$ cat config.mk
export PLATFORM = sky130hd
export DESIGN_NAME = ifr_core
export DESIGN_NICKNAME = d
export VERILOG_FILES = /design/src/hw/rtl/ifr_pkg.sv /design/src/hw/rtl/ifr_core.sv
export SDC_FILE = /design/constraint.sdc
export NUM_CORES = 1
export LEC_CHECK = 0
export ABC_AREA = 0
export ABC_CLOCK_PERIOD_IN_PS = 5690
export BUFFER_PORTS_ARGS = -buffer_cell sky130_fd_sc_hd__clkbuf_2
export CAP_MARGIN = 20
export CORE_ASPECT_RATIO = 1.1
export CORE_MARGIN = 2
export CORE_UTILIZATION = 30
export DETAILED_ROUTE_END_ITERATION = 10
export HOLD_SLACK_MARGIN = 0.15
export SLEW_MARGIN = 5
export SYNTH_ARGS = -nofsm -noshare
export SYNTH_HDL_FRONTEND = slang
export SYNTH_SLANG_ARGS = --single-unit
$ cat constraint.sdc
create_clock -name clk -period 5.69 [get_ports clk]
set_input_delay 1.138 -clock clk [delete_from_list [all_inputs] [get_ports clk]]
set_output_delay 1.138 -clock clk [all_outputs]
set_load 0.01 [all_outputs]
$ cat src/hw/rtl/ifr_pkg.sv
`timescale 1ns / 1ps
`default_nettype none
// ----------------------------------------------------------------------------
// ifr_pkg: shared definitions for the info frame receiver
// Byte codes, status codes, length cap and the result record.
// ----------------------------------------------------------------------------
package ifr_pkg;

  localparam int MAX_PAYLOAD = 2047;
  localparam int LEN_W = 11;

  localparam logic [LEN_W-1:0] COUNT_CAP =
    (MAX_PAYLOAD < 2047) ? LEN_W'(MAX_PAYLOAD) : LEN_W'(2047);

  localparam logic [7:0] FLAG_BYTE   = 8'h7E;
  localparam logic [7:0] ESC_BYTE    = 8'h7D;
  localparam logic [7:0] ESC_FLAG    = 8'h5E;
  localparam logic [7:0] ESC_ESC     = 8'h5D;
  localparam logic [7:0] SEQ_BIT     = 8'h80;
  localparam logic [7:0] RR_BASE     = 8'hAA;
  localparam logic [7:0] REJ_BASE    = 8'h54;
  localparam logic [7:0] ADDR_RESET  = 8'h03;

  localparam logic KIND_PAYLOAD = 1'b0;
  localparam logic KIND_VERDICT = 1'b1;

  localparam logic [1:0] ST_GOOD     = 2'd0;
  localparam logic [1:0] ST_DUP      = 2'd1;
  localparam logic [1:0] ST_BAD_DATA = 2'd2;
  localparam logic [1:0] ST_BAD_HDR  = 2'd3;

  typedef struct packed {
    logic             out_kind;
    logic [7:0]       payload_byte;
    logic [1:0]       status;
    logic [7:0]       reply_control;
    logic [LEN_W-1:0] payload_length;
  } ifr_result_t;

endpackage
`default_nettype wire

$ cat src/hw/rtl/ifr_core.sv
`timescale 1ns / 1ps
`default_nettype none
// ----------------------------------------------------------------------------
// ifr_core: frame parser
// Header hunt, BCC1 check, destuffing with one-byte hold, BCC2 verdict.
// ----------------------------------------------------------------------------
module ifr_core
  import ifr_pkg::*;
(
  input  wire logic        clk,
  input  wire logic        rst_n,
  input  wire logic        cfg_we,
  input  wire logic [7:0]  cfg_wdata,
  input  wire logic        accept,
  input  wire logic [7:0]  rx_byte,
  output ifr_result_t      res,
  output logic             res_valid
);

  localparam logic [2:0] PH_HUNT = 3'd0;
  localparam logic [2:0] PH_FLAG = 3'd1;
  localparam logic [2:0] PH_ADDR = 3'd2;
  localparam logic [2:0] PH_CTRL = 3'd3;
  localparam logic [2:0] PH_DATA = 3'd4;

  logic [7:0]       addr_r;
  logic [2:0]       phase_r, phase_nxt;
  logic             seq_r, seq_nxt;
  logic             dup_r, dup_nxt;
  logic [7:0]       hcheck_r, hcheck_nxt;
  logic [7:0]       held_r, held_nxt;
  logic             held_vld_r, held_vld_nxt;
  logic             esc_r, esc_nxt;
  logic [7:0]       parity_r, parity_nxt;
  logic [LEN_W-1:0] count_r, count_nxt;

  logic [7:0]       ctl;
  logic             emit;
  logic [7:0]       emit_byte;
  logic [LEN_W-1:0] count_inc;

  assign ctl       = seq_r ? SEQ_BIT : 8'h00;
  assign count_inc = (count_r < COUNT_CAP) ? count_r + LEN_W'(1) : count_r;

  // destuff the held byte
  always_comb begin
    emit      = 1'b0;
    emit_byte = held_r;
    if (esc_r && held_r == ESC_ESC) begin
      emit      = 1'b1;
      emit_byte = ESC_BYTE;
    end else if (esc_r && held_r == ESC_FLAG) begin
      emit      = 1'b1;
      emit_byte = FLAG_BYTE;
    end else if (held_r != ESC_BYTE) begin
      emit      = 1'b1;
    end
  end

  always_comb begin
    phase_nxt    = phase_r;
    seq_nxt      = seq_r;
    dup_nxt      = dup_r;
    hcheck_nxt   = hcheck_r;
    held_nxt     = held_r;
    held_vld_nxt = held_vld_r;
    esc_nxt      = esc_r;
    parity_nxt   = parity_r;
    count_nxt    = count_r;
    res_valid    = 1'b0;
    res          = '0;

    unique case (phase_r)
      PH_FLAG: begin
        if (rx_byte == FLAG_BYTE)    phase_nxt = PH_FLAG;
        else if (rx_byte == addr_r)  phase_nxt = PH_ADDR;
        else                         phase_nxt = PH_HUNT;
      end
      PH_ADDR: begin
        if (rx_byte == FLAG_BYTE) begin
          phase_nxt = PH_FLAG;
        end else if (rx_byte == ctl) begin
          seq_nxt    = ~seq_r;
          dup_nxt    = 1'b0;
          hcheck_nxt = rx_byte ^ addr_r;
          phase_nxt  = PH_CTRL;
        end else if (rx_byte == (ctl ^ SEQ_BIT)) begin
          dup_nxt    = 1'b1;
          hcheck_nxt = rx_byte ^ addr_r;
          phase_nxt  = PH_CTRL;
        end else begin
          phase_nxt = PH_HUNT;
        end
      end
      PH_CTRL: begin
        if (rx_byte == FLAG_BYTE) begin
          phase_nxt = PH_FLAG;
        end else if (rx_byte == hcheck_r) begin
          phase_nxt    = PH_DATA;
          held_nxt     = 8'h00;
          held_vld_nxt = 1'b0;
          esc_nxt      = 1'b0;
          parity_nxt   = 8'h00;
          count_nxt    = '0;
        end else begin
          res_valid        = 1'b1;
          res.out_kind     = KIND_VERDICT;
          res.status       = ST_BAD_HDR;
          phase_nxt        = PH_HUNT;
        end
      end
      PH_DATA: begin
        if (rx_byte == FLAG_BYTE) begin
          res_valid          = 1'b1;
          res.out_kind       = KIND_VERDICT;
          res.payload_length = count_r;
          if (parity_r == held_r) begin
            res.reply_control = RR_BASE + {7'd0, seq_r};
            res.status        = dup_r ? ST_DUP : ST_GOOD;
          end else begin
            // sequence flips back before REJ is formed
            seq_nxt           = ~seq_r;
            res.reply_control = REJ_BASE + {7'd0, ~seq_r};
            res.status        = ST_BAD_DATA;
          end
          held_vld_nxt = 1'b0;
          esc_nxt      = 1'b0;
          phase_nxt    = PH_HUNT;
        end else begin
          if (held_vld_r) begin
            esc_nxt = !esc_r && held_r == ESC_BYTE;
            if (esc_r && held_r == ESC_BYTE && !emit) esc_nxt = 1'b1;
            if (emit) begin
              parity_nxt         = parity_r ^ emit_byte;
              count_nxt          = count_inc;
              res_valid          = 1'b1;
              res.out_kind       = KIND_PAYLOAD;
              res.payload_byte   = emit_byte;
              res.payload_length = count_inc;
            end
          end
          held_nxt     = rx_byte;
          held_vld_nxt = 1'b1;
        end
      end
      default: begin
        phase_nxt = (rx_byte == FLAG_BYTE) ? PH_FLAG : PH_HUNT;
      end
    endcase
  end

  always_ff @(posedge clk) begin
    if (!rst_n) begin
      addr_r     <= ADDR_RESET;
      phase_r    <= PH_HUNT;
      seq_r      <= 1'b0;
      dup_r      <= 1'b0;
      hcheck_r   <= 8'h00;
      held_r     <= 8'h00;
      held_vld_r <= 1'b0;
      esc_r      <= 1'b0;
      parity_r   <= 8'h00;
      count_r    <= '0;
    end else begin
      if (cfg_we) addr_r <= cfg_wdata;
      if (accept) begin
        phase_r    <= phase_nxt;
        seq_r      <= seq_nxt;
        dup_r      <= dup_nxt;
        hcheck_r   <= hcheck_nxt;
        held_r     <= held_nxt;
        held_vld_r <= held_vld_nxt;
        esc_r      <= esc_nxt;
        parity_r   <= parity_nxt;
        count_r    <= count_nxt;
      end
    end
  end

endmodule
`default_nettype wire

==> impl_results.rst <==
.. list-table::
   :header-rows: 1

   * - Metric
     - Value
   * - Required time at the endpoint of the critical path
     - 4.55 ns
   * - Inserted Clock Buffers
     - 5
   * - Via count
     - 2839
   * - Violation count after the first detailed-route iteration
     - between 150 and 200
   * - Slew margin rel.
     - ~36%
   * - CTS tree
     - yes
   * - Netlist Area Pre-Place
     - approximately 0.003 sq mm
   * - Post-route design area
     - 0.003412 sq mm
   * - H-tree depth
     - 2
   * - Initial antenna violation count
     - 0
   * - Global-route wire length before repair
     - between 10 and 15 mm
   * - Global placer's final weighted congestion
     - around 0.8
   * - Number of sinks on the clock net
     - 50
   * - Buffers from clock root to sink, at most
     - 2
   * - Path category of the worst min-delay check
     - reg -> reg
   * - Chip Width
     - between 100 and 150 um
   * - Post-DR vias/cell
     - approximately 5.6
   * - Average routed wire per standard cell
     - around 15 um
   * - Minimum clock period after layout
     - 4.484 ns
   * - Post-synthesis adder-cell area fraction
     - less than 1%
   * - Tcrit/Tclk final
     - approximately four fifths
   * - Number of failing hold endpoints at the final stage
     - 0
   * - Mux share of post-synthesis cell area
     - around 3%
   * - Power density cells
     - 186.5 mW/mm^2
   * - Count of max-cap constraint violations
     - 0
   * - Max Transition Viols Final
     - 0
   * - Initial Utilization
     - between 30% and 40%
   * - Fraction of the mapped netlist area in compound gates
     - 26.53%
   * - Layout Area Growth over Synthesis
     - 10.45%
   * - Sequential Area
     - between 0.001 and 0.0015 sq mm
   * - Floorplan core area
     - just under 0.01 sq mm
   * - Total of warnings raised by yosys
     - 0
   * - Maximum vdd ir drop
     - about 0.095 mV
   * - Main combinational cell family by area after synthesis
     - compound AO/OA/AOI/OAI gates
   * - Quantity of gates resized following cts
     - 0
   * - Total Routed Length
     - approximately 8 mm
   * - Clk root buf
     - sky130_fd_sc_hd__clkbuf_8
   * - Maximum fanout encountered on the critical timing path
     - 20
   * - IO Pins
     - 51
   * - Final layout net count
     - roughly 410
   * - Placed inst area
     - roughly 0.0033 sq mm
   * - Static leakage
     - 1.407 nW
   * - # DRC
     - 0
   * - Number of setup violations in the final report
     - 0
   * - Area share of xor/xnor cells in the synthesized design
     - under 10%
   * - Worst hold-check slack
     - slightly below 0.5 ns
   * - Number of standard cells after synthesis
     - 360
   * - Postcts setup bufs
     - 0
   * - Critical setup path kind
     - in -> out
   * - Worst slack at placement
     - around 1.2 ns
   * - Least setup slack across all paths after layout
     - between 1 and 1.5 ns
   * - Number of antenna repair diodes
     - 0
   * - Crit path capture type
     - output pin
   * - Fillcell total
     - between 1000 and 1500
   * - Commonest cells after routing, fill and taps aside
     - sky130_fd_sc_hd__dfxtp_1 (50), sky130_fd_sc_hd__clkbuf_2 (50), sky130_fd_sc_hd__nand2_1 (33)
   * - Remaining number of nets flagged by the antenna check after routing
     - 0
   * - Outcome
     - complete, no violations
   * - Share of final-layout standard cells stronger than drive strength 1
     - between 15 and 20%
   * - Unrepaired setup endpoints after global routing
     - no
   * - Clock latency reported for the late side of the worst-skew pair
     - about 0.32 ns
   * - Sequential share of the synthesized area
     - 32.40%
   * - Clock-pin slew on the worst setup and hold paths
     - around 0.10 ns
   * - Data arrival time of the worst path
     - 3.35 ns
   * - Yosys reg bits
     - 50
   * - Area of the multi-input gates
     - approximately 0.0019 sq mm
   * - Synthesized netlist net count
     - about 380
   * - Achievable Freq
     - approximately 220 MHz
   * - Count of input and output buffers
     - 50
   * - Total die area
     - 0.01113 sq mm
   * - Simple-gate share of the synthesized area
     - between 20% and 30%
   * - Per-instance average area after synthesis
     - 8.581 sq um
   * - Slew @ Worst Pin
     - slightly below 1 ns
   * - Cell Rows
     - 38
   * - Estimated wirelength of the detail-placed design
     - just under 6 mm
   * - Async SR Flop Fraction
     - 0%
   * - Accumulated negative setup slack
     - 0 ns
   * - Count of hold-fix buffers inserted at cts
     - 0
   * - Pin count of the biggest net entering global routing
     - 47
   * - Floorplan die height
     - approximately 110 um
   * - CP startpoint kind
     - input port
   * - Number of enable flip-flop cells after synthesis
     - 0
   * - Most frequently used flop master after synthesis
     - sky130_fd_sc_hd__dfxtp_1
   * - Unique cell type count in the Yosys netlist
     - 59
   * - DR pass1 iterations
     - 5
   * - Via count of the first global-routing pass
     - approximately 2700
   * - Setup clock skew after layout
     - between 0.01 and 0.015 ns
   * - Total congestion overflow
     - 0
   * - Gr usage total
     - about 14%
## sequential cells by signal, indices dropped and copies added, names as in the netlist
register / count
count_r: 11
dup_r: 1
hcheck_r: 8
phase_r: 3
parity_r: 8
held_vld_r: 1
addr_r: 8
held_r: 8
seq_r: 1
esc_r: 1
## final timing paths
kind | to | from | slack [ns] | cells past startpoint
max reg2reg | count_r[6]$_SDFFE_PN0P_ | hcheck_r[7]$_SDFFE_PN0P_ | 3.03 | 5
min reg2reg | esc_r$_SDFFE_PN0P_ | esc_r$_SDFFE_PN0P_ | 0.49 | 2
max | res[2] | rx_byte[7] | 1.21 | 7
min | esc_r$_SDFFE_PN0P_ | esc_r$_SDFFE_PN0P_ | 0.49 | 2
## power breakdown
group	internal [mW]	switching (mW)
Sequential	0.353	0.00336
Clock	0.0924	0.140
Combinational	0.0190	0.0278
Total	0.465	0.171
## synthesized netlist by cell type, types with 9 or more instances
cell type	instances	share of area, %
sky130_fd_sc_hd__xor2_1	9	2.6
sky130_fd_sc_hd__a21oi_1	13	2.1
sky130_fd_sc_hd__mux2i_1	9	2.9
sky130_fd_sc_hd__o21ai_0	15	2.4
sky130_fd_sc_hd__inv_1	12	1.5
sky130_fd_sc_hd__dfxtp_1	50	32
sky130_fd_sc_hd__o211a_1	9	2.9
sky130_fd_sc_hd__nor2_1	24	2.9
sky130_fd_sc_hd__nand3_1	10	1.6
sky130_fd_sc_hd__xnor2_1	17	4.8
sky130_fd_sc_hd__nand4_1	11	2.2
sky130_fd_sc_hd__nand2_1	33	4.0
## critical path, stage by stage
cell and delay [ns]:
sky130_fd_sc_hd__clkbuf_2 0.18, sky130_fd_sc_hd__nand4b_1 0.22, sky130_fd_sc_hd__or2_0 0.33, sky130_fd_sc_hd__nand3_1 0.65, sky130_fd_sc_hd__or3_1 0.58, sky130_fd_sc_hd__o21ai_0 0.08
sky130_fd_sc_hd__clkbuf_2 0.16
## layer usage
metal	vias up	part of all wire (%)	global-route usage [%]
li1	1393	-	-
met2	86	46	22.80
met1	1349	47	19.27
met4	0	1.3	3.470
met5	-	0	0
met3	11	5.4	2.595
## through the flow
step                      util (%)  cells  total power [mW]
after CTS                    34.22    510            0.6438
after global placement       33.24    502            0.4109
after floorplan                  -    360            0.3958
final                        34.34    511            0.6362
after detailed placement     33.24    502            0.4116
after global routing         34.34    511            0.6619
## kinds of logic after synthesis
logic type	after synthesis
multiplexers	9
flip-flops	50
buffers and inverters	40
XOR/XNOR	27
adder cells (fa/ha/maj)	1
AO/OA/AOI/OAI	105
AND/OR/NAND/NOR	128
## area by class of cell
cell class                 instances  area share [%]
multi-input combinational        270           54.42
clock inverter                     3          0.8434
clock buffer                       5           2.017
inverter                          12           1.320
sequential                        50           29.34
timing repair buffer              51           7.664
tap                              120           4.400
(Power assumes the default switching activity.)
