===== config.mk =====
export PLATFORM = sky130hd
export DESIGN_NAME = ifr_out_skid
export DESIGN_NICKNAME = d
export VERILOG_FILES = /design/src/hw/rtl/ifr_pkg.sv /design/src/hw/rtl/ifr_out_skid.sv
export SDC_FILE = /design/constraint.sdc
export NUM_CORES = 1
export LEC_CHECK = 0
export BUFFER_PORTS_ARGS = -buffer_cell sky130_fd_sc_hd__buf_2
export CORE_MARGIN = 5
export CORE_UTILIZATION = 45
export CTS_CLUSTER_SIZE = 25
export DETAILED_ROUTE_END_ITERATION = 12
export PLACE_DENSITY_LB_ADDON = 0.1
export SETUP_SLACK_MARGIN = 0.2
export SYNTH_ARGS = -nofsm -noshare
export SYNTH_HDL_FRONTEND = slang
export SYNTH_SLANG_ARGS = --single-unit

===== constraint.sdc =====
create_clock -name clk -period 2.3 [get_ports clk]
set_input_delay 0.23 -clock clk [delete_from_list [all_inputs] [get_ports clk]]
set_output_delay 0.23 -clock clk [all_outputs]
set_load 0.01 [all_outputs]

===== src/hw/rtl/ifr_pkg.sv =====
`timescale 1ns / 1ps
`default_nettype none
// ----------------------------------------------------------------------------
// ifr_pkg: shared definitions for the info frame receiver
// Byte codes, status codes, length cap and the result record.
// ----------------------------------------------------------------------------
package ifr_pkg;

  localparam int MAX_PAYLOAD = 2047;
  localparam int LEN_W = 11;

  localparam logic [LEN_W-1:0] COUNT_CAP =
    (MAX_PAYLOAD < 2047) ? LEN_W'(MAX_PAYLOAD) : LEN_W'(2047);

  localparam logic [7:0] FLAG_BYTE   = 8'h7E;
  localparam logic [7:0] ESC_BYTE    = 8'h7D;
  localparam logic [7:0] ESC_FLAG    = 8'h5E;
  localparam logic [7:0] ESC_ESC     = 8'h5D;
  localparam logic [7:0] SEQ_BIT     = 8'h80;
  localparam logic [7:0] RR_BASE     = 8'hAA;
  localparam logic [7:0] REJ_BASE    = 8'h54;
  localparam logic [7:0] ADDR_RESET  = 8'h03;

  localparam logic KIND_PAYLOAD = 1'b0;
  localparam logic KIND_VERDICT = 1'b1;

  localparam logic [1:0] ST_GOOD     = 2'd0;
  localparam logic [1:0] ST_DUP      = 2'd1;
  localparam logic [1:0] ST_BAD_DATA = 2'd2;
  localparam logic [1:0] ST_BAD_HDR  = 2'd3;

  typedef struct packed {
    logic             out_kind;
    logic [7:0]       payload_byte;
    logic [1:0]       status;
    logic [7:0]       reply_control;
    logic [LEN_W-1:0] payload_length;
  } ifr_result_t;

endpackage
`default_nettype wire


===== src/hw/rtl/ifr_out_skid.sv =====
`timescale 1ns / 1ps
`default_nettype none
// ----------------------------------------------------------------------------
// ifr_out_skid: result register with skid stage
// Two-entry buffer so input acceptance does not depend on the sink this cycle.
// ----------------------------------------------------------------------------
module ifr_out_skid
  import ifr_pkg::*;
(
  input  wire logic         clk,
  input  wire logic         rst_n,
  input  wire logic         push,
  input  wire ifr_result_t  push_data,
  output logic              push_ready,
  output logic              out_valid,
  output ifr_result_t       out_data,
  input  wire logic         out_ready
);

  logic        main_vld_r;
  logic        skid_vld_r;
  ifr_result_t main_r;
  ifr_result_t skid_r;
  logic        pop;

  assign pop        = main_vld_r && out_ready;
  assign push_ready = !skid_vld_r;
  assign out_valid  = main_vld_r;
  assign out_data   = main_r;

  always_ff @(posedge clk) begin
    if (!rst_n) begin
      main_vld_r <= 1'b0;
      skid_vld_r <= 1'b0;
    end else begin
      if (push) begin
        if (!main_vld_r || (pop && !skid_vld_r)) begin
          main_vld_r <= 1'b1;
        end else if (!pop) begin
          skid_vld_r <= 1'b1;
        end
      end else if (pop) begin
        if (skid_vld_r) skid_vld_r <= 1'b0;
        else            main_vld_r <= 1'b0;
      end
    end
  end

  always_ff @(posedge clk) begin
    if (push) begin
      if (!main_vld_r || (pop && !skid_vld_r)) begin
        main_r <= push_data;
      end else if (pop) begin
        main_r <= skid_r;
        skid_r <= push_data;
      end else begin
        skid_r <= push_data;
      end
    end else if (pop && skid_vld_r) begin
      main_r <= skid_r;
    end
  end

endmodule
`default_nettype wire


==> results of run 1 <==
## state kept, by name, indices dropped and copies added (netlist names)
signal,count
out_data,30
skid_r,30
out_valid,1
skid_vld_r,1
## through the flow
step           power [mW]  instance area (µm²)  setup WS, ps  utilization, %
2_1_floorplan        1.48                 2410           502               -
3_3_place_gp         1.57                 2830           817            54.8
3_5_place_dp         1.58                 2830           741            54.8
4_1_cts              2.45                 3010           741            58.3
5_1_grt              2.54                 3010           639            58.3
6_report             2.42                 3010           769            58.3
## cells by family (layout without fill, tap and decap cells)
kind of cell | Yosys count | after routing | share of synthesized area, %
AOI/OAI and AO/OA | 4 | 4 | 1.50
muxes | 30 | 30 | 18.7
DFF | 62 | 62 | 76.3
and+or+nand+nor | 8 | 8 | 1.76
buffers and inverters | 5 | 86 | 1.71
## cell usage after synthesis
cell / n
nor2_1: 2
o21ai_4: 1
buf_6: 3
dfxtp_1: 2
and2_1: 1
o211ai_1: 1
o21a_1: 1
nand3_1: 1
and2b_1: 1
mux2_4: 30
a21oi_1: 1
nor2b_2: 1
edfxtp_1: 60
inv_1: 2
nand2_1: 2
## power by group
part	total, mW	internal [mW]	switching (mW)
sequential	1.32	1.31	0.0157
clock	0.867	0.487	0.380
combinational	0.231	0.119	0.112
## layer usage
metal	track usage (%)	up-vias
met5	0	-
met4	7.58	0
met3	5.15	6
met2	21.6	39
met1	14.1	605
li1	-	576
## path summary, 6_finish.rpt
kind | startpoint | endpoint | slack (ps) | depth (start not counted)
worst min register to register | skid_vld_r | skid_vld_r | 520 | 2
worst max-delay path | out_valid | skid_r[11] | 770 | 4
worst min-delay path | push_data[23] | skid_r[23] | 100 | 1
worst max register to register | out_valid | skid_r[11] | 770 | 4
## worst max-delay path: cells and delay by family (launching register included)
| family | cells | cell delay, ps |
|---|---|---|
| buf+inv | 2 | 480 |
| flops | 1 | 400 |
| simple gates | 2 | 300 |
## layout make-up
| type | instances | area, µm² |
|---|---|---|
| Fill cell | 418 | 2160 |
| Sequential cell | 62 | 1840 |
| Multi-Input combinational cell | 42 | 537 |
| Timing Repair Buffer | 68 | 360 |
| Clock buffer | 10 | 128 |
| Tap cell | 70 | 87.6 |
| Clock inverter | 6 | 52.6 |
| Inverter | 2 | 7.51 |
==> results, run 1 <==
- The flow ran to the end, and the final reports show no timing, DRC or antenna violations.
- The number of endpoints failing setup at the final stage is 0.
- The area of the die is approximately 7000 µm².
- Leaving out fill and tap cells, the most frequent cells in the layout are 65 x buf_2, 60 x edfxtp_1, 30 x mux2_4, 9 x clkbuf_8, 3 x clkinv_2.
- Ranked by total cell area, the synthesized netlist is headed by edfxtp_1 75%, mux2_4 19%, dfxtp_1 1.7%.
- The worst-case IR drop observed on VDD is 430 µV.
- For this design the static power due to leakage is between 1 and 1.5 nW.
- The first global-routing pass estimated approximately 6.8 mm of wire.
- After clock tree synthesis, the setup repair step added 0 buffers.
- Of all nets on the critical path, the largest fanout is 30.
- Input and output buffers added on the ports amount to 65.
- By startpoint and endpoint, the worst setup path is classified as register to register.
- The root buffer cell chosen for the clock tree is clkbuf_8.
- CTS built an H-tree with a depth of 3.
- The met3 layer wire length in the routed design is 241 µm.
- The share of synthesized area in the top cell type comes to 74.7%.
- For this run, the slowest stage of the critical path takes 400 ps.
- The largest individual stage delay along the critical path comes from the cell dfxtp_1.
- The detailed-router iteration count before antenna repair is 4.
- The biggest area contributor in the post-synthesis netlist is edfxtp_1.
- TritonCTS built the clock tree.
- The transition at the pin with the smallest max-transition slack is 419 ps.
- The post-cts sizing count is 0.
- The antenna diode count is 0.
- The data arrival time at the worst-slack endpoint is 1510 ps.
- The number of rows in the core area is 26.
- Traced cell by cell, the critical path runs through inv_1, nor2_1, and2_1, buf_4.
- The number of design-rule violations left by the first detailed-router iteration is 62.
- Timing would allow up to 653 MHz.
- At the end of the flow, the number of nets in the layout was 219.
- The wire length per cell after detailed routing is about 16 µm.
- The number of buffers created by CTS is 9.
- The starting density of the core is 46.6%.
- No sink is reached through more buffers than the 2 on the longest clock path.
- The sum of routed wire length over all layers is 4.17 mm.
- The floorplan step set the die height to 83.2 µm.
- The power per standard cell area is 803 nW/µm².
- The detailed placer's ending HPWL is 2.82 mm.
- The shortest period the worst path allows is 1530 ps.
- In this run the cell area of the synthesized design comes to 2410 µm².
- After detailed routing, the wire length on met1 is 1.70 mm.
- Sequential elements use between 70 and 80% of the synthesized area.
- Measured along the x axis, the die boundary spans 83.2 µm.
- The overall via count from detail_route is between 1000 and 1500.
- Counting every net in the synthesized netlist gives about 140.
- The initial antenna violation count was 0.
- The data required time of the critical path is ~2300 ps.
- The share of the clock period used by the worst path after layout is 66.6%.
- The floorplan step defined a core boundary enclosing 5170 µm².
- The per-instance average area after synthesis is 22.1 µm².
- The worst hold margin is approximately 95 ps.
- The global-route usage over all layers is 13.0%.
- The number of synthesis warnings is 0.
- CTS saw 62 sinks.
- The reported max-cap violation count is 0.
- The clock latency at the later pin of the worst-skew pair is 320 ps.
- 66 I/O pins were placed.
- The min-delay analysis places its worst path in the category input port to register.
- Cells with a size suffix above 1 make up 60.0% of the layout.
- The number of synthesized register bits is 62.
- Using the TritonRoute via totals, the vias-per-cell ratio works out to 4.72.
- The via count of the first global-routing pass was 1382.
- The remaining max-slew budget at the tightest pin is 72.1%.
- After clock tree synthesis, the clock-pin slew on the worst setup and hold paths is 60 ps.
- Relative to the synthesized area, the layout overhead comes to 24.9%.
- Leaving out filler cells and counting taps, the final layout contains 260.
- In this run the remaining antenna-violating nets after routing total 0.
- The endpoint kind of the worst setup timing path is a register.
- Setup repair after global routing left no endpoint under its margin.
- The highest signal layer in the routed design is met4.
- The post-synthesis instance total is ~110.
- Including well taps, the total number of placed cells is 244.
- Entering global routing, the biggest net connects 31 pins.
- The post-route setup TNS is 0 ps.
- The number of remaining DRC errors is 0.
- The final max-slew violation count is 0.
- The number of distinct library cells after synthesis is 15.
- The final-report hold violation count is 0.
- Summed over all nets, wire length on met2 after detailed routing comes to ~2.2 mm.
- For this design, the CTS-stage hold fixing added 0 buffers.
- Routability-driven placement finished with a final weighted congestion of 0.723.
- The global route total overflow is 0.
- The most common cell after layout, fill and taps aside is buf_2.
- The worst clock skew is slightly above 4 ps.
- STA classifies the critical path startpoint as a register.
(Power assumes the default switching activity.)
==> run 2, diff against run 1 <==
- clock period: 2.3 -> 1.49 ns (I/O delays scaled with it)
==> results, run 2 (synthesis gave the netlist of run 1 again) <==
- The transition at the pin with the smallest max-transition slack is 251 ps (-168 ps).
- The worst hold margin is 15.3 ps (-80.0 ps).
- The logic gate share of total power is 11.8% (+2.3 points).
- The first-pass GRT wire length is 6.98 mm (+3.4%).
- The reported max-cap violation count came to 0 (unchanged).
- The via count of the first global-routing pass was 1435 (+3.8%).
- The final-report hold violation count is 0 (unchanged).
- The register cell area after layout came to 1850 µm² (+0.27%).
- The shortest period the worst path allows is 1420 ps (-109 ps).
- The register-to-register setup slack was 70 ps (-700 ps).
- The beginning of the worst hold path is push_data[22].
- The relative contribution of sequential cells to total power is 56.1% (+1.4 points).
- The clock input transition at the sequential cells of the worst setup and hold paths is 60 ps (about the same).
- The final max-slew violation count is 0 (unchanged).
- The flow ran to the end, and the final reports show no timing, DRC or antenna violations.
- The path class of the tightest hold or removal check is input port to register.
- The y dimension of the die is 83.2 µm (unchanged).
- The remaining max-slew budget at the tightest pin is 83.2% (+11 points).
- The number of clock sinks is 62 (unchanged).
- The number of instances on the worst hold path is 1 (unchanged).
- The clock latency at the later pin of the worst-skew pair is 320 ps (about the same).
- The placer congestion estimate was 0.705 (-2.5%).
- The antenna diode count is 0 (unchanged).
- The peak per-stage delay on the critical path was 360 ps (-40 ps).
- The net switching power figure is 800 µW (+58%).
- The clock tree from TritonCTS is built.
- The area of the core is 5170 µm² (unchanged).
- The maximum count of clock buffers along a single path is 2 (unchanged).
- The initial antenna violation count came to 0 (unchanged).
- The die width is 83.2 µm (unchanged).
- For this design, the slowest cell found on the critical path is dfxtp_4.
- The total leakage power is 1.34 nW (+8.2%).
- The number of rows in the core area is 26 (unchanged).
- The starting density of the core is 46.6% (unchanged).
- The library cell used most frequently in the layout, excluding fill and tap cells, is buf_2.
- The sum of buffers and inverters on the critical path is 1 (-1).
- The worst vdd rail ir drop is 728 µV (+69%).
- The clock network power share came to 32.1% (-3.7 points).
- The cell-internal power is 2.83 mW (+48%).
- The reg-to-reg critical path endpoint is out_data[18].
- The share of the clock period used by the worst path after layout came to 95.4% (+29 points).
- The detailed-route vias per instance is 4.68 (-0.74%).
- The launching point of the worst reg2reg path is skid_vld_r.
- The worst hold path terminates at skid_r[22].
- The area of the die is 6920 µm² (unchanged).
- By startpoint and endpoint, the worst setup path is classified as register to register.
- The post-route setup TNS is 0 ps (unchanged).
- In this design, the largest share of critical-path delay is due to flip-flops.
- The worst clock skew is 4.02 ps (-0.131 ps).
- The number of H-tree branching levels is 3 (unchanged).
- The overall via count from detail_route was 1334 (+8.8%).
- The data required time of the critical path came to 1560 ps (-720 ps).
- The number of endpoints failing setup at the final stage is 0 (unchanged).
- The data arrival time at the worst-slack endpoint came to 1500 ps (about the same).
- The wire length per cell after detailed routing came to 15.7 µm (-2.3%).
- The sum of routed wire length over all layers is 4.47 mm (+7.1%).
- The type of element launching the critical path is a register.
- The number of cells traversed by the worst register-to-register path is 4 (unchanged).
- The maximum clock frequency is 703 MHz (+7.7%).
- Setup repair after global routing could not meet its margin everywhere.
- The ratio of cells with drive above 1 in the final layout is 55.8% (-4.2 points).
- The top cell types in the final layout, fill and taps aside, are 65 x buf_2, 60 x edfxtp_1, 30 x mux2_4, 21 x dlygate4sd3_1, 9 x clkbuf_8.
- The endpoint kind of the worst setup timing path is a register.
- The top-level port count is 66 (unchanged).
- The critical path goes through nor2b_4, o21ai_4, buf_12, mux2_4.
- The power per standard cell area is 1110 nW/µm² (+39%).
- The total of fill cells in the finished design is 413 (-1.2%).
- The global route total overflow is 0 (unchanged).
- The number of design-rule violations left by the first detailed-router iteration came to 69 (+11%).
- The number of nets in the finished design is 244 (+11%).
- The number of remaining DRC errors is 0 (unchanged).
- The cell sitting at the root of the clock tree is a clkbuf_8.
- The detailed-router iteration count before antenna repair is 4 (unchanged).
- The number of buffers created by CTS is 9 (unchanged).
- The largest driver fanout on the critical path is 20 (-33%).
- The final antenna-violating net count came to 0 (unchanged).
- The largest net degree at the start of global routing is 31 (unchanged).
- The detailed placer's ending HPWL is 2.85 mm (+1.2%).
- The number of port buffers came to 65 (unchanged).
- The switching portion of total power is 22.0% (+1.1 points).
- Relative to the synthesized area, the layout overhead comes to 35.2%.
- The global-route usage over all layers is 13.4% (+0.35 points).
- The combined area of the multi-input logic cells is 553 µm² (+3.0%).
==> run 2: cell types whose count changed in the layout (fill, tap and decap cells not counted), sizes merged <==
cell         change
dlygate4sd3     +21
buf              +3
and2             +1
bufinv           -1
clkinvlp         +1
==> run 2: final cells by class <==
cell class                      instances  area share (%)
Clock inverter                          6           0.883
Sequential cell                        62            56.6
Tap cell                               70            2.69
Inverter                                2           0.230
Multi-Input combinational cell         43            17.0
Timing Repair Buffer                   92            18.7
Clock buffer                           10            3.91
==> run 2: how the worst max path moves through the flow <==
stage | endpoint | slack (ps) | start | cells after the start
2_1_floorplan | out_data[0] | 110 | out_valid | 2
3_3_place_gp | out_data[7] | 80 | out_ready | 5
3_5_place_dp | out_data[22] | 40 | out_ready | 5
4_1_cts | out_data[18] | 70 | skid_vld_r | 4
5_1_grt | out_data[18] | 50 | skid_vld_r | 4
6_report | out_data[18] | 70 | skid_vld_r | 4
==> run 2: power groups by stage <==
stage / sequential, mW / clock (mW) / combinational [mW]
2_1_floorplan: 2.11 / 0 / 0.184
3_3_place_gp: 2.08 / 0 / 0.364
3_5_place_dp: 2.08 / 0 / 0.377
4_1_cts: 2.04 / 1.20 / 0.394
5_1_grt: 2.04 / 1.32 / 0.460
6_report: 2.04 / 1.17 / 0.428
==> run 2: worst register-to-register path: cells and delay by family, from the launching register on <==
kind	cells	cell delay, ps
simple gates	1	50
buf+inv	1	230
mux	1	330
compound gates	1	210
flops	1	360
==> run 2: metrics by stage <==
step / cell area (µm²) / total power, mW / utilization, % / worst slack (ps) / cells
6_report: 3260 / 3.63 / 63.0 / 67.9 / 285
5_1_grt: 3260 / 3.82 / 63.0 / 45.2 / 285
4_1_cts: 3060 / 3.63 / 59.2 / 73.3 / 265
3_5_place_dp: 2860 / 2.46 / 55.3 / 43.7 / 245
3_3_place_gp: 2860 / 2.44 / 55.3 / 84.7 / 245
2_1_floorplan: 2420 / 2.29 / - / 109 / 109
==> run 2: what timing repair did <==
| action | in CTS | in global routing |
|---|---|---|
| endpoints found under the setup margin | 60 | 90 |
| pin swaps | 1 | 2 |
| gates resized for setup | 4 | 0 |
| buffers inserted | 2 | 0 |
| cloned | 1 | 0 |
| hold endpoints to repair | 1 | 20 |
| hold buffers | 1 | 20 |
==> run 2: metal layers <==
layer	vias up	track usage (%)	share of wire, %
met4	0	7.13	1.6
li1	629	-	-
met2	40	22.4	52
met3	8	6.24	6.6
met5	-	0	0
met1	657	13.9	40
==> run 3, diff against run 2 <==
- CORE_ASPECT_RATIO: default -> 1.1
- PLACE_DENSITY: default -> 0.75
- PLACE_DENSITY_LB_ADDON: 0.1 -> default
==> results, run 3 (synthesis gave the netlist of run 1 again) <==
- The detailed-route vias per instance is 4.58 (-2.2%).
- The placer congestion estimate is 0.642 (-9.0%).
- The total leakage power is 1.40 nW (+4.4%).
- On the critical path, the stage with the largest delay is an instance of dfxtp_4.
- The clock latency at the later pin of the worst-skew pair is 330 ps (about the same).
- The run finished with clean final reports.
- The number of buffers created by CTS came to 9 (unchanged).
- Setup repair after global routing could not meet its margin everywhere.
- The number of H-tree branching levels is 3 (unchanged).
- The data arrival time at the worst-slack endpoint is 1500 ps (about the same).
- The maximum count of clock buffers along a single path is 2 (unchanged).
- The number of port buffers is 65 (unchanged).
- The remaining max-slew budget at the tightest pin is 84.2% (+0.96 points).
- The starting density of the core came to 45.6% (-1.0 points).
- The final-report hold violation count is 0 (unchanged).
- The initial antenna violation count is 0 (unchanged).
- The largest driver fanout on the critical path was 6 (-70%).
- The number of endpoints failing setup at the final stage is 0 (unchanged).
- The critical path class is register to register.
- The shortest period the worst path allows came to 1420 ps (-4.41 ps).
- The largest net degree at the start of global routing came to 31 (unchanged).
- The post-route worst setup slack is 72.3 ps (+4.41 ps).
- The maximum clock frequency was 705 MHz (+0.31%).
- The top-level port count is 66 (unchanged).
- The signed area change from the synthesized netlist to the final layout is 40.3%.
- The antenna diode count came to 0 (unchanged).
- The transition at the pin with the smallest max-transition slack is 238 ps (-13.5 ps).
- The power per standard cell area is 1190 nW/µm² (+6.7%).
- The final design instance area without fill is 3380 µm² (+3.8%).
- The y dimension of the die is 86.8 µm (+4.3%).
- The post-placement setup slack is 50.2 ps (+6.42 ps).
- The global route total overflow was 0 (unchanged).
- The number of remaining DRC errors came to 0 (unchanged).
- The min-delay analysis places its worst path in the category input port to register.
- The reported max-cap violation count is 0 (unchanged).
- The final max-slew violation count is 0 (unchanged).
- The area of the die is 6930 µm² (about the same).
- The most common cell after layout, fill and taps aside is buf_2.
- The global-route usage over all layers came to 14.2% (+0.81 points).
- The wire length per cell after detailed routing is 16.0 µm (+2.0%).
- The number of clock sinks is 62 (unchanged).
- The sum of routed wire length over all layers came to 4.64 mm (+3.8%).
- The clock input transition at the sequential cells of the worst setup and hold paths was 60 ps (about the same).
- The number of nets in the finished design is 244 (unchanged).
- The ratio of cells with drive above 1 in the final layout is 58.1% (+2.3 points).
- The worst clock skew is 5.63 ps (+1.60 ps).
- The peak per-stage delay on the critical path came to 360 ps (about the same).
- The post-route setup TNS is 0 ps (unchanged).
- The detailed-router iteration count before antenna repair is 4 (unchanged).
- Clock tree synthesis selected as its root buffer the cell clkbuf_8.
- The final antenna-violating net count is 0 (unchanged).
- The share of the clock period used by the worst path after layout is 95.1% (-0.30 points).
- Leaving out fill and tap cells, the most frequent cells in the layout are 65 x buf_2, 60 x edfxtp_1, 30 x mux2_4, 17 x dlygate4sd3_1, 9 x clkbuf_8.
- The beginning of the worst hold path is push_data[6].
- The clock tree from TritonCTS is built.
- The post-placement cell area came to 2870 µm² (+0.39%).
- The data required time of the critical path was 1580 ps (+20 ps).
- The die width is 79.8 µm (-4.1%).
- The worst vdd rail ir drop is 509 µV (-30%).
- The number of design-rule violations left by the first detailed-router iteration was 66 (-4.3%).
- The endpoint kind of the worst setup timing path is a register.
- The launching point of the worst reg2reg path is skid_vld_r.
- The worst setup path is launched from a register.
- The via count of the first global-routing pass is 1409 (-1.8%).
- The start point of the critical path is skid_vld_r.
- The area of the core is 5290 µm² (+2.3%).
- The first-pass GRT wire length is 6.98 mm (unchanged).
- The number of rows in the core area is 28 (+7.7%).
- The critical path goes through nor2b_4, o21ai_4, buf_12, clkbuf_16, mux2_4.
- The overall via count from detail_route is 1328 (-0.45%).
==> run 3: through the flow <==
stage                     utilization (%)  hold WS [ps]  power, mW  std cells
after floorplan                         -           248       2.29        109
after global placement               54.3           345       2.44        249
after detailed placement             54.3           344       2.46        249
after CTS                            62.1          1.60       4.03        283
after global routing                 64.0         0.162       4.19        290
final                                64.0          10.0       4.02        290
==> run 3: layout make-up <==
type / instances / area (µm²)
fillers: 386 / 1910
clock buffers: 10 / 128
well taps: 75 / 93.8
multi-input cells: 43 / 553
clock inverters: 6 / 76.3
inverters: 2 / 7.51
repair buffers: 92 / 679
flip-flops and latches: 62 / 1850
==> run 3: worst max-delay path: cells and delay by family, from the launching register on <==
kind | cells | cell delay [ps]
AOI/OAI and AO/OA | 1 | 170
and+or+nand+nor | 1 | 50
DFF | 1 | 360
muxes | 1 | 290
buffers and inverters | 2 | 300
==> run 3: repair_timing <==
action | CTS | global route
hold buffers | 12 | 5
endpoints found under the setup margin | 60 | 71
pin swaps | 1 | 1
hold endpoints to repair | 12 | 5
gates resized for setup | 5 | 1
setup buffers | 4 | 0
cloned | 2 | 2
==> run 3: worst paths after layout <==
path / cells past startpoint / slack [ps] / endpoint
worst min register to register: 1 / 550 / out_data[0]
worst max-delay path: 5 / 70 / out_data[17]
worst max register to register: 5 / 70 / out_data[17]
worst min-delay path: 1 / 10 / skid_r[6]
==> run 3: per-layer routing <==
| layer | vias up | wire length (µm) | global-route usage, % |
|---|---|---|---|
| met3 | 13 | 222 | 3.43 |
| met1 | 634 | 1730 | 15.0 |
| met5 | - | 0 | 0 |
| li1 | 634 | - | - |
| met4 | 0 | 146 | 9.98 |
| met2 | 47 | 2540 | 24.7 |
==> run 3: power breakdown <==
| part | internal (mW) | switching, mW |
|---|---|---|
| registers | 2.02 | 0.0222 |
| clock network | 0.921 | 0.594 |
| logic | 0.270 | 0.200 |
| total | 3.21 | 0.816 |
